--- src/rtl/acm_pkg.sv ---
// Shared types, constants and helpers for the argmax confusion-matrix accumulator.
// Used by every module under rtl/ except acm_ram; depends on nothing.
package acm_pkg;

   // Sizes
   localparam int MAX_CLASSES = 16;
   localparam int COUNT_WIDTH = 32;
   localparam int CLASS_W     = $clog2(MAX_CLASSES);
   localparam int INDEX_W     = $clog2(MAX_CLASSES + 1);
   localparam int NCLS_W      = 5;
   localparam int VALUE_W     = 16;
   localparam int OP_W        = 2;
   localparam int CELLS       = MAX_CLASSES * MAX_CLASSES;
   localparam int CELL_AW     = $clog2(CELLS);

   // Request operation codes
   localparam logic [OP_W-1:0] OP_ACCUMULATE = 2'd0;
   localparam logic [OP_W-1:0] OP_READ       = 2'd1;
   localparam logic [OP_W-1:0] OP_CLEAR      = 2'd2;

   // Response kinds
   localparam logic KIND_SAMPLE = 1'b0;
   localparam logic KIND_READ   = 1'b1;

   localparam logic [NCLS_W-1:0] NUM_CLASSES_RESET = NCLS_W'(MAX_CLASSES);

   // Command from the front end to the back end
   typedef enum logic [1:0] {
      CMD_SAMPLE,
      CMD_READ,
      CMD_CLEAR
   } cmd_op_type;

   typedef struct packed {
      cmd_op_type         op;
      logic [CLASS_W-1:0] row;
      logic [CLASS_W-1:0] col;
   } cmd_type;

   typedef struct packed {
      logic full;
      logic empty;
   } queue_status_type;

   // One response beat
   typedef struct packed {
      logic                   kind;
      logic [CLASS_W-1:0]     target_class;
      logic [CLASS_W-1:0]     predicted_class;
      logic                   hit;
      logic [COUNT_WIDTH-1:0] cell_count;
      logic [COUNT_WIDTH-1:0] hits_total;
      logic [COUNT_WIDTH-1:0] samples_total;
   } rsp_type;

   // Saturating increment
   function automatic logic [COUNT_WIDTH-1:0] sat_inc(input logic [COUNT_WIDTH-1:0] c);
      return (&c) ? c : c + COUNT_WIDTH'(1);
   endfunction

endpackage

--- src/rtl/acm_cmd_queue.sv ---
// Four-entry command queue between the front end and the back end.
// Depends on acm_pkg.
module acm_cmd_queue (
   input  logic                      clock,
   input  logic                      reset,
   input  logic                      push,
   input  acm_pkg::cmd_type          push_cmd,
   input  logic                      pop,
   output acm_pkg::cmd_type          head,
   output acm_pkg::queue_status_type status
);

   localparam int DEPTH = 4;
   localparam int PTR_W = $clog2(DEPTH);
   localparam int CNT_W = $clog2(DEPTH + 1);

   acm_pkg::cmd_type   mem_ff [DEPTH];
   logic [PTR_W-1:0]   wr_ptr_ff, wr_ptr_in;
   logic [PTR_W-1:0]   rd_ptr_ff, rd_ptr_in;
   logic [CNT_W-1:0]   cnt_ff, cnt_in;

   // Pointer and fill bookkeeping
   always_comb begin
      wr_ptr_in = push ? wr_ptr_ff + PTR_W'(1) : wr_ptr_ff;
      rd_ptr_in = pop  ? rd_ptr_ff + PTR_W'(1) : rd_ptr_ff;
      cnt_in    = cnt_ff + CNT_W'(push) - CNT_W'(pop);
   end

   always_ff @(posedge clock) begin
      if (reset) begin
         wr_ptr_ff <= '0;
         rd_ptr_ff <= '0;
         cnt_ff    <= '0;
      end else begin
         wr_ptr_ff <= wr_ptr_in;
         rd_ptr_ff <= rd_ptr_in;
         cnt_ff    <= cnt_in;
      end
   end

   // Payload storage
   always_ff @(posedge clock) begin
      if (push) begin
         mem_ff[wr_ptr_ff] <= push_cmd;
      end
   end

   assign head         = mem_ff[rd_ptr_ff];
   assign status.full  = (cnt_ff == CNT_W'(DEPTH));
   assign status.empty = (cnt_ff == '0);

endmodule

--- config.mk ---
export PLATFORM = sky130hd
export DESIGN_NAME = acm_cmd_queue
export DESIGN_NICKNAME = d
export VERILOG_FILES = /design/src/rtl/acm_pkg.sv /design/src/rtl/acm_cmd_queue.sv
export SDC_FILE = /design/constraint.sdc
export NUM_CORES = 1
export LEC_CHECK = 0
export ABC_AREA = 0
export BUFFER_PORTS_ARGS = -buffer_cell sky130_fd_sc_hd__buf_4
export CORE_MARGIN = 2
export CORE_UTILIZATION = 59
export CTS_CLUSTER_DIAMETER = 200
export DETAILED_ROUTE_END_ITERATION = 8
export PLACE_DENSITY = 0.86
export SYNTH_ARGS = -nofsm -noshare
export SYNTH_HDL_FRONTEND = slang
export SYNTH_SLANG_ARGS = --single-unit
--- constraint.sdc ---
create_clock -name clock -period 3.6 [get_ports clock]
set_input_delay 0.18 -clock clock [delete_from_list [all_inputs] [get_ports clock]]
set_output_delay 0.18 -clock clock [all_outputs]
set_load 0.01 [all_outputs]
==> impl_metrics.json <==
{
  "status": "complete, no violations",
  "firstDrtPassIters": 4,
  "layout_min_cycle_time_ns": 2.08,
  "synth_cell_type_count": 19,
  "grt_start_max_net_pins": 16,
  "routed_wl_mm": 2.90,
  "nFillCells": 199,
  "post-place-ws_ns": 1.85,
  "grt_usage_pct": 18.0,
  "syn_nets": 115,
  "avgRoutedWirePerCell_um": 16.3,
  "remaining_drc_errors": 0,
  "h-tree-depth": 2,
  "cts.clk_slew.worst_paths_ns": 0.14,
  "crit_arrival_ns": 1.90,
  "relSlewSlack_pct": 55.8,
  "rr_startpoint": "cnt_ff[0]",
  "syn_area_um2": 1880,
  "overflow": 0,
  "ant_nets": 0,
  "clockPowerShare_pct": 22.0,
  "skew_ns": 0.0149,
  "worstSetupPathType": "flip-flop to output port",
  "antenna_found_initial": 0,
  "p_switching_mw": 0.264,
  "finalHoldViolCount": 0,
  "drt_iter0_markers": 27,
  "postCtsSetupBuffers": 0,
  "fin_nets": 154,
  "vias": 947,
  "vias_per_cell": 5.32,
  "dp_hpwl_mm": 1.95,
  "io_buffers": 25,
  "start_util_pct": 61.6,
  "p_sw_share_pct": 24.0,
  "cts_buffers": 5,
  "gp_congestion": 0.662,
  "startpoint_type": "flip-flop",
  "internal_power_mw": 0.833,
  "comb_power_share_pct": 16.3,
  "ys_ff_latch": 49,
  "worst_slew_pin_slew_ns": 0.663,
  "fin_tns_setup_ns": 0,
  "synthCells": 94,
  "cp-end-kind": "output port",
  "cts.sinks": 49,
  "drive_gt1_share_pct": 32.1,
  "cts_tree": "built",
  "num_rows": 20,
  "critPathMaxFanout": 10,
  "syn_to_final_growth_pct": 19.8,
  "slew_violations": 0,
  "setup_viol": 0,
  "synth.avg_cell_area_um2": 20.0,
  "required_ns": 3.42,
  "die_w_um": 60.5,
  "fmax_mhz": 481,
  "final_common_cell": "edfxtp_1",
  "core_um2": 3050,
  "io_pins": 26,
  "ys_warn_count": 0,
  "hp-class": "input port to flip-flop",
  "hold_start": "reset",
  "rsz0062_at_grt": "no",
  "ir_drop_mv": 0.333,
  "power.leakage_nw": 0.811,
  "powerDensity_nw_per_um2": 487,
  "cap_violations": 0,
  "cts_root_buffer": "clkbuf_4",
  "period_share_pct": 57.8,
  "layout_setup_ws_ns": 1.52,
  "sequentialPowerShare_pct": 61.6,
  "layout_common_cells": "edfxtp_1, buf_4, mux4_2",
  "grt_pass1_wl_mm": 4.27,
  "diodes": 0,
  "clk_latency_ns": 0.37,
  "ys_seq_area_share_pct": 73.4,
  "fp.dieH_um": 60.5,
  "grt_pass1_vias": 884,
  "dieArea_um2": 3660,
  "clockBufferDepth": 2
}
[worst max-delay path: stages, from the launching register on]
cell and delay (ns):
dfxtp_1 0.77, mux4_2 0.60, buf_4 0.16
[stage by stage]
| stage | utilization (%) | instance area [µm²] | hold slack [ns] | std cells | total power [mW] |
|---|---|---|---|---|---|
| CTS | 72.9 | 2220 | 0.00426 | 175 | 1.10 |
| floorplan | - | 1880 | 0.252 | 94 | 0.787 |
| global route | 73.9 | 2250 | 0.00531 | 178 | 1.14 |
| finish | 73.9 | 2250 | 0.0201 | 178 | 1.10 |
| detailed placement | 69.1 | 2110 | 0.384 | 161 | 0.863 |
| global placement | 69.1 | 2110 | 0.379 | 161 | 0.850 |
[area by class of cell]
class                      instances  area (µm²)  share of cell area [%]
clock buffer                       6        41.3                    1.83
clock inverter                     2        15.0                   0.666
inverter                           6        22.5                   0.999
multi-input combinational         37         462                    20.5
sequential                        49        1380                    61.3
tap                               44        55.1                    2.44
timing repair buffer              34         278                    12.3
[repair_timing]
item / in CTS / in global routing
endpoints found under the setup margin: 0 / 0
resized for setup: 0 / 0
endpoints found under the hold margin: 24 / 10
hold buffers: 6 / 3
[synth_stat cells]
cell type | number | area [µm²]
xor3_1 | 1 | 23.8
a21bo_2 | 1 | 10.0
nor3_1 | 1 | 5.00
nand3b_1 | 1 | 7.51
ha_1 | 6 | 75.1
inv_1 | 6 | 22.5
edfxtp_1 | 40 | 1200
xnor2_1 | 2 | 17.5
and2_1 | 4 | 25.0
nor2_1 | 5 | 18.8
dfxtp_1 | 9 | 180
fa_1 | 1 | 20.0
buf_6 | 1 | 11.3
mux2i_1 | 1 | 10.0
and3_1 | 1 | 6.26
nor2b_1 | 2 | 12.5
clkbuf_2 | 1 | 5.00
a21oi_1 | 1 | 5.00
mux4_2 | 10 | 225
[cells by family after synthesis]
family / synth area share, %
muxes: 12.5
adders and majority gates: 5.05
DFF: 73.4
buffers and inverters: 2.06
AOI/OAI and AO/OA: 0.798
and+or+nand+nor: 3.99
xor gates and xnor gates: 2.19
[state kept, by name, summed over array words and instances, names as in the netlist, named ones only]
register,cells
mem_ff,40
cnt_ff,3
rd_ptr_ff,2
wr_ptr_ff,2
[path summary, 6_finish.rpt]
| kind | to | slack (ns) | cells after the start |
|---|---|---|---|
| worst max-delay path | head[0] | 1.52 | 2 |
| worst min-delay path | flip-flop | 0.02 | 2 |
| worst min register to register | rd_ptr_ff[1] | 0.56 | 2 |
| worst max register to register | cnt_ff[2] | 1.83 | 7 |
[per-layer routing]
layer / global-route usage, % / vias to the layer above / share of wire, %
li1: - / 437 / -
met1: 20.3 / 480 / 39
met2: 30.0 / 25 / 54
met3: 7.04 / 5 / 4.4
met4: 9.01 / 0 / 2.2
met5: 0 / - / 0
[power by group through the flow]
stage	combinational, mW	sequential [mW]	clock, mW
2_1_floorplan	0.112	0.675	0
5_1_grt	0.194	0.680	0.265
3_5_place_dp	0.173	0.690	0
6_report	0.179	0.676	0.242
3_3_place_gp	0.164	0.687	0
4_1_cts	0.180	0.677	0.246
Note: power is estimated with default switching activity, not from simulation.
