--- src/rtl/acm_pkg.sv ---
// Shared types, constants and helpers for the argmax confusion-matrix accumulator.
// Used by every module under rtl/ except acm_ram; depends on nothing.
package acm_pkg;

   // Sizes
   localparam int MAX_CLASSES = 16;
   localparam int COUNT_WIDTH = 32;
   localparam int CLASS_W     = $clog2(MAX_CLASSES);
   localparam int INDEX_W     = $clog2(MAX_CLASSES + 1);
   localparam int NCLS_W      = 5;
   localparam int VALUE_W     = 16;
   localparam int OP_W        = 2;
   localparam int CELLS       = MAX_CLASSES * MAX_CLASSES;
   localparam int CELL_AW     = $clog2(CELLS);

   // Request operation codes
   localparam logic [OP_W-1:0] OP_ACCUMULATE = 2'd0;
   localparam logic [OP_W-1:0] OP_READ       = 2'd1;
   localparam logic [OP_W-1:0] OP_CLEAR      = 2'd2;

   // Response kinds
   localparam logic KIND_SAMPLE = 1'b0;
   localparam logic KIND_READ   = 1'b1;

   localparam logic [NCLS_W-1:0] NUM_CLASSES_RESET = NCLS_W'(MAX_CLASSES);

   // Command from the front end to the back end
   typedef enum logic [1:0] {
      CMD_SAMPLE,
      CMD_READ,
      CMD_CLEAR
   } cmd_op_type;

   typedef struct packed {
      cmd_op_type         op;
      logic [CLASS_W-1:0] row;
      logic [CLASS_W-1:0] col;
   } cmd_type;

   typedef struct packed {
      logic full;
      logic empty;
   } queue_status_type;

   // One response beat
   typedef struct packed {
      logic                   kind;
      logic [CLASS_W-1:0]     target_class;
      logic [CLASS_W-1:0]     predicted_class;
      logic                   hit;
      logic [COUNT_WIDTH-1:0] cell_count;
      logic [COUNT_WIDTH-1:0] hits_total;
      logic [COUNT_WIDTH-1:0] samples_total;
   } rsp_type;

   // Saturating increment
   function automatic logic [COUNT_WIDTH-1:0] sat_inc(input logic [COUNT_WIDTH-1:0] c);
      return (&c) ? c : c + COUNT_WIDTH'(1);
   endfunction

endpackage

--- src/rtl/acm_front.sv ---
// Front end: takes request beats, keeps the running argmax of both vectors and
// issues sample, read and clear commands. Holds the num_classes register. Depends on acm_pkg.
module acm_front (
   input  logic                                 clock,
   input  logic                                 reset,
   input  logic                                 req_push,
   output logic                                 req_full,
   input  logic [acm_pkg::OP_W-1:0]             req_operation,
   input  logic signed [acm_pkg::VALUE_W-1:0]   req_predicted_value,
   input  logic signed [acm_pkg::VALUE_W-1:0]   req_target_value,
   input  logic                                 req_last_element,
   input  logic [acm_pkg::CLASS_W-1:0]          req_read_row,
   input  logic [acm_pkg::CLASS_W-1:0]          req_read_column,
   input  logic                                 csr_valid,
   output logic                                 csr_ready,
   input  logic [acm_pkg::NCLS_W-1:0]           csr_num_classes,
   input  acm_pkg::queue_status_type            q_status,
   output logic                                 cmd_push,
   output acm_pkg::cmd_type                     cmd
);

   logic [acm_pkg::NCLS_W-1:0]          num_classes_ff, num_classes_in;
   logic [acm_pkg::NCLS_W-1:0]          ncls;
   logic [acm_pkg::INDEX_W-1:0]         index_ff, index_in;
   logic signed [acm_pkg::VALUE_W-1:0]  best_pv_ff, best_pv_in;
   logic signed [acm_pkg::VALUE_W-1:0]  best_tv_ff, best_tv_in;
   logic [acm_pkg::CLASS_W-1:0]         best_pi_ff, best_pi_in;
   logic [acm_pkg::CLASS_W-1:0]         best_ti_ff, best_ti_in;
   logic                                accept;

   assign csr_ready = 1'b1;
   assign req_full  = q_status.full;
   assign accept    = req_push && !q_status.full;

   // Configuration register
   always_comb begin
      num_classes_in = num_classes_ff;
      if (csr_valid) begin
         num_classes_in = csr_num_classes;
      end
   end

   // Effective class count: zero acts as one, above the store acts as full size
   always_comb begin
      if (num_classes_ff == '0) begin
         ncls = acm_pkg::NCLS_W'(1);
      end else if (num_classes_ff > acm_pkg::NCLS_W'(acm_pkg::MAX_CLASSES)) begin
         ncls = acm_pkg::NCLS_W'(acm_pkg::MAX_CLASSES);
      end else begin
         ncls = num_classes_ff;
      end
   end

   // Running argmax and command issue
   always_comb begin
      index_in   = index_ff;
      best_pv_in = best_pv_ff;
      best_pi_in = best_pi_ff;
      best_tv_in = best_tv_ff;
      best_ti_in = best_ti_ff;
      cmd_push   = 1'b0;
      cmd.op     = acm_pkg::CMD_SAMPLE;
      cmd.row    = req_read_row;
      cmd.col    = req_read_column;
      if (accept) begin
         case (req_operation)
            acm_pkg::OP_ACCUMULATE: begin
               // ties keep the first maximum
               if (acm_pkg::NCLS_W'(index_ff) < ncls) begin
                  if (index_ff == '0 || req_predicted_value > best_pv_ff) begin
                     best_pv_in = req_predicted_value;
                     best_pi_in = index_ff[acm_pkg::CLASS_W-1:0];
                  end
                  if (index_ff == '0 || req_target_value > best_tv_ff) begin
                     best_tv_in = req_target_value;
                     best_ti_in = index_ff[acm_pkg::CLASS_W-1:0];
                  end
               end
               // position counter stops at the store size
               if (index_ff < acm_pkg::INDEX_W'(acm_pkg::MAX_CLASSES)) begin
                  index_in = index_ff + acm_pkg::INDEX_W'(1);
               end
               if (req_last_element) begin
                  cmd_push   = 1'b1;
                  cmd.op     = acm_pkg::CMD_SAMPLE;
                  cmd.row    = best_ti_in;
                  cmd.col    = best_pi_in;
                  index_in   = '0;
                  best_pv_in = '0;
                  best_pi_in = '0;
                  best_tv_in = '0;
                  best_ti_in = '0;
               end
            end
            acm_pkg::OP_READ: begin
               cmd_push = 1'b1;
               cmd.op   = acm_pkg::CMD_READ;
            end
            acm_pkg::OP_CLEAR: begin
               // clear also drops a partial sample
               cmd_push   = 1'b1;
               cmd.op     = acm_pkg::CMD_CLEAR;
               index_in   = '0;
               best_pv_in = '0;
               best_pi_in = '0;
               best_tv_in = '0;
               best_ti_in = '0;
            end
            default: begin
            end
         endcase
      end
   end

   always_ff @(posedge clock) begin
      if (reset) begin
         num_classes_ff <= acm_pkg::NUM_CLASSES_RESET;
         index_ff       <= '0;
         best_pv_ff     <= '0;
         best_pi_ff     <= '0;
         best_tv_ff     <= '0;
         best_ti_ff     <= '0;
      end else begin
         num_classes_ff <= num_classes_in;
         index_ff       <= index_in;
         best_pv_ff     <= best_pv_in;
         best_pi_ff     <= best_pi_in;
         best_tv_ff     <= best_tv_in;
         best_ti_ff     <= best_ti_in;
      end
   end

endmodule

--- config.mk ---
export PLATFORM = sky130hd
export DESIGN_NAME = acm_front
export DESIGN_NICKNAME = d
export VERILOG_FILES = /design/src/rtl/acm_pkg.sv /design/src/rtl/acm_front.sv
export SDC_FILE = /design/constraint.sdc
export NUM_CORES = 1
export LEC_CHECK = 0
export ABC_AREA = 0
export BUFFER_PORTS_ARGS = -buffer_cell sky130_fd_sc_hd__buf_2
export CAP_MARGIN = 20
export CELL_PAD_IN_SITES_DETAIL_PLACEMENT = 1
export CELL_PAD_IN_SITES_GLOBAL_PLACEMENT = 1
export CORE_UTILIZATION = 30
export CTS_BUF_LIST = sky130_fd_sc_hd__clkbuf_4 sky130_fd_sc_hd__clkbuf_8
export DETAILED_ROUTE_END_ITERATION = 8
export PLACE_DENSITY_LB_ADDON = 0.1
export RECOVER_POWER = 25
export SKIP_CTS_REPAIR_TIMING = 1
export SLEW_MARGIN = 20
export SYNTH_ARGS = -nofsm -noshare
export SYNTH_HDL_FRONTEND = slang
export SYNTH_SLANG_ARGS = --single-unit
--- constraint.sdc ---
create_clock -name clock -period 6.4 [get_ports clock]
set_input_delay 0.64 -clock clock [delete_from_list [all_inputs] [get_ports clock]]
set_output_delay 0.64 -clock clock [all_outputs]
set_load 0.02 [all_outputs]
==> flow_summary.yaml <==
logic_synthesis:
  syn_nets: 490
  yosys_warnings: 0
  seq_area_frac_synth_pct: 29.4
  synth_seq_cells: 50
  async_flop_share_pct: 0
  synth_edf_count: 0
  avgSynthCellArea_um2: 8.65
  synth_cell_types: 54
  syn-cell-area_mm2: 0.00341
  synth_ff_type: "dfxtp_1"
  synth_cells: 394
drt:
  wirelength_um: 9290
  vias: 3092
  wl_per_cell_um: 15.9
  drc: 0
  antenna_left: 0
  viasPerCell: 5.30
  drtIter0Drc: 114
  drtPass1Iterations: 4
layout:
  layout.nets: 538
  final_common_cell: "buf_2"
  mostFrequentLayoutCells: "58 x buf_2, 50 x dfxtp_1, 42 x inv_1, 42 x ha_1, 34 x nor3_1"
  stdcell_count: 583
  fin_util_pct: 35.3
  final_layout_size_suffix_gt1_share_pct: 21.2
  n_antenna_cell: 0
  nFillCells: 1337
  areaGrowthSynthToFinish_pct: 13.4
  final_area_mm2: 0.00386
pwr:
  leakagePower_nw: 1.57
  cellPowerDensity_mw_per_mm2: 166
  power_w: 0.000642
  irDropWorstVdd_v: 0.0000923
setup_path:
  path_class: "input pin to flop"
  critPathLaunchType: "input pin"
  arrival_ns: 4.46
  path_max_fanout: 42
  end_kind: "flop"
  r2r_slack_ns: 2.63
  worstPathRequired_ns: 6.66
sta:
  max_slew_margin_pct: -49.3
  timing.final.crit_share_pct: 65.6
  rsz0062_at_grt: "no"
  final.setup_skew_ns: 0.0127
  maxSlewViolCount: 60
  setup_viol: 0
  tns_ns: 0
  finalCriticalPeriod_ns: 4.20
  hold_viol: 0
  worst_pin_slew_ns: 2.23
  fmax_mhz: 238
floorplan:
  start_util_pct: 31.2
  core-area_mm2: 0.0109
  ios: 67
  dieArea_mm2: 0.0118
  fp.dieH_um: 109
  die_w_um: 109
  num_rows: 38
place:
  dpl_cell_area_mm2: 0.00379
  placedCellCount: 575
  gp_congestion: 0.709
  port_buffers: 64
  dp_hpwl_um: 6870
outcome:
  outcome: "finished, violations left"
  violations: "max-capacitance violations, max-slew violations"
global_route:
  grt_usage_pct: 16.9
  antenna_found_initial: 0
  grt_max_degree: 43
  grt_pass1_vias: 3129
  grt_first_pass_wirelength_um: 15500
  grt-ovfl-total: 0
flow_run:
  maxCapViolCount: 2
min_path:
  min_path_type: "flop to flop"
clock_network:
  cts.sinks: 50
  clk_transition_reported_paths_ns: 0.09
  insertion_delay_ns: 0.33
  cts.htree.levels: 2
  cts_root_buffer: "clkbuf_8"
  cts_tree: "yes"
  numCtsBuffers: 5
  cts_buffer_depth: 2
worst max-delay path, cell delays in order:
cell	delay, ns
clkbuf_1	0.73
inv_1	0.76
nand2_1	0.17
a211oi_1	1.76
a221o_1	0.37
cells by family (layout without fill, tap and decap cells):
kind of cell             count (synthesis)  after routing  synth area share (%)
adder cells (fa/ha/maj)                 42             42                  15.4
buffers and inverters                   67            116                  8.63
AO/OA/AOI/OAI                          110            110                  27.5
AND/OR/NAND/NOR                        115            115                  16.3
multiplexers                             9              9                  2.64
flip-flops                              50             50                  29.4
other                                    1              1                 0.110
flip-flops by register name, indices dropped and copies added (netlist names):
name	flops
best_ti_ff	4
num_classes_ff	5
index_ff	5
best_pv_ff	16
best_tv_ff	16
best_pi_ff	4
cell usage after synthesis (3+ instances only):
library cell	count	area, um2
dfxtp_1	50	1000
ha_1	42	526
inv_1	42	158
nor3_1	34	170
nand2_1	27	101
nor2_1	20	75.1
a221o_1	16	160
a22o_2	16	160
clkbuf_1	14	52.6
a21oi_1	12	60.1
nand3_1	11	55.1
o211ai_1	10	75.1
mux2i_1	9	90.1
o21ai_0	8	40.0
a21o_1	7	52.6
nand4_1	6	37.5
buf_2	4	20.0
buf_6	4	45.0
o221ai_1	4	35.0
a211oi_1	3	22.5
a22o_1	3	26.3
and3_1	3	18.8
nor2b_1	3	18.8
o21a_1	3	22.5
o31ai_1	3	22.5
report_power, final:
group / switching [W] / total [W] / internal [W]
Sequential: 0.00000225 / 0.000317 / 0.000315
Clock: 0.000121 / 0.000208 / 0.0000873
Combinational: 0.0000724 / 0.000116 / 0.0000437
Total: 0.000196 / 0.000642 / 0.000446
through the flow:
| stage | worst slack (ns) | hold WS [ns] |
|---|---|---|
| after floorplan | 3.14 | 0.441 |
| after global placement | 2.45 | 0.457 |
| after detailed placement | 2.48 | 0.462 |
| after CTS | 2.46 | 0.488 |
| after global routing | 1.89 | 0.506 |
| final | 2.20 | 0.482 |
routing by layer:
layer,routed length [um],vias to the layer above,track usage [%]
li1,-,1546,-
met1,4630,1490,22.5
met2,4220,48,27.9
met3,322,8,2.95
met4,110,0,4.63
met5,0,-,0
worst paths after layout:
| path | startpoint | to | cells past startpoint |
|---|---|---|---|
| max reg2reg | best_pv_ff[15] | best_pv_ff[2] | 8 |
| min reg2reg | best_ti_ff[0] | best_ti_ff[0] | 1 |
| min | best_ti_ff[0] | best_ti_ff[0] | 1 |
| max | reset | best_pv_ff[2] | 5 |
final cells by class:
cell class,instances,area [um2],share of cell area [%]
tap,140,175,4.53
timing repair buffer,66,335,8.68
clock inverter,2,12.5,0.324
inverter,42,158,4.08
multi-input combinational,277,2100,54.3
clock buffer,6,82.6,2.14
sequential,50,1000,25.9
(Power assumes the default switching activity.)
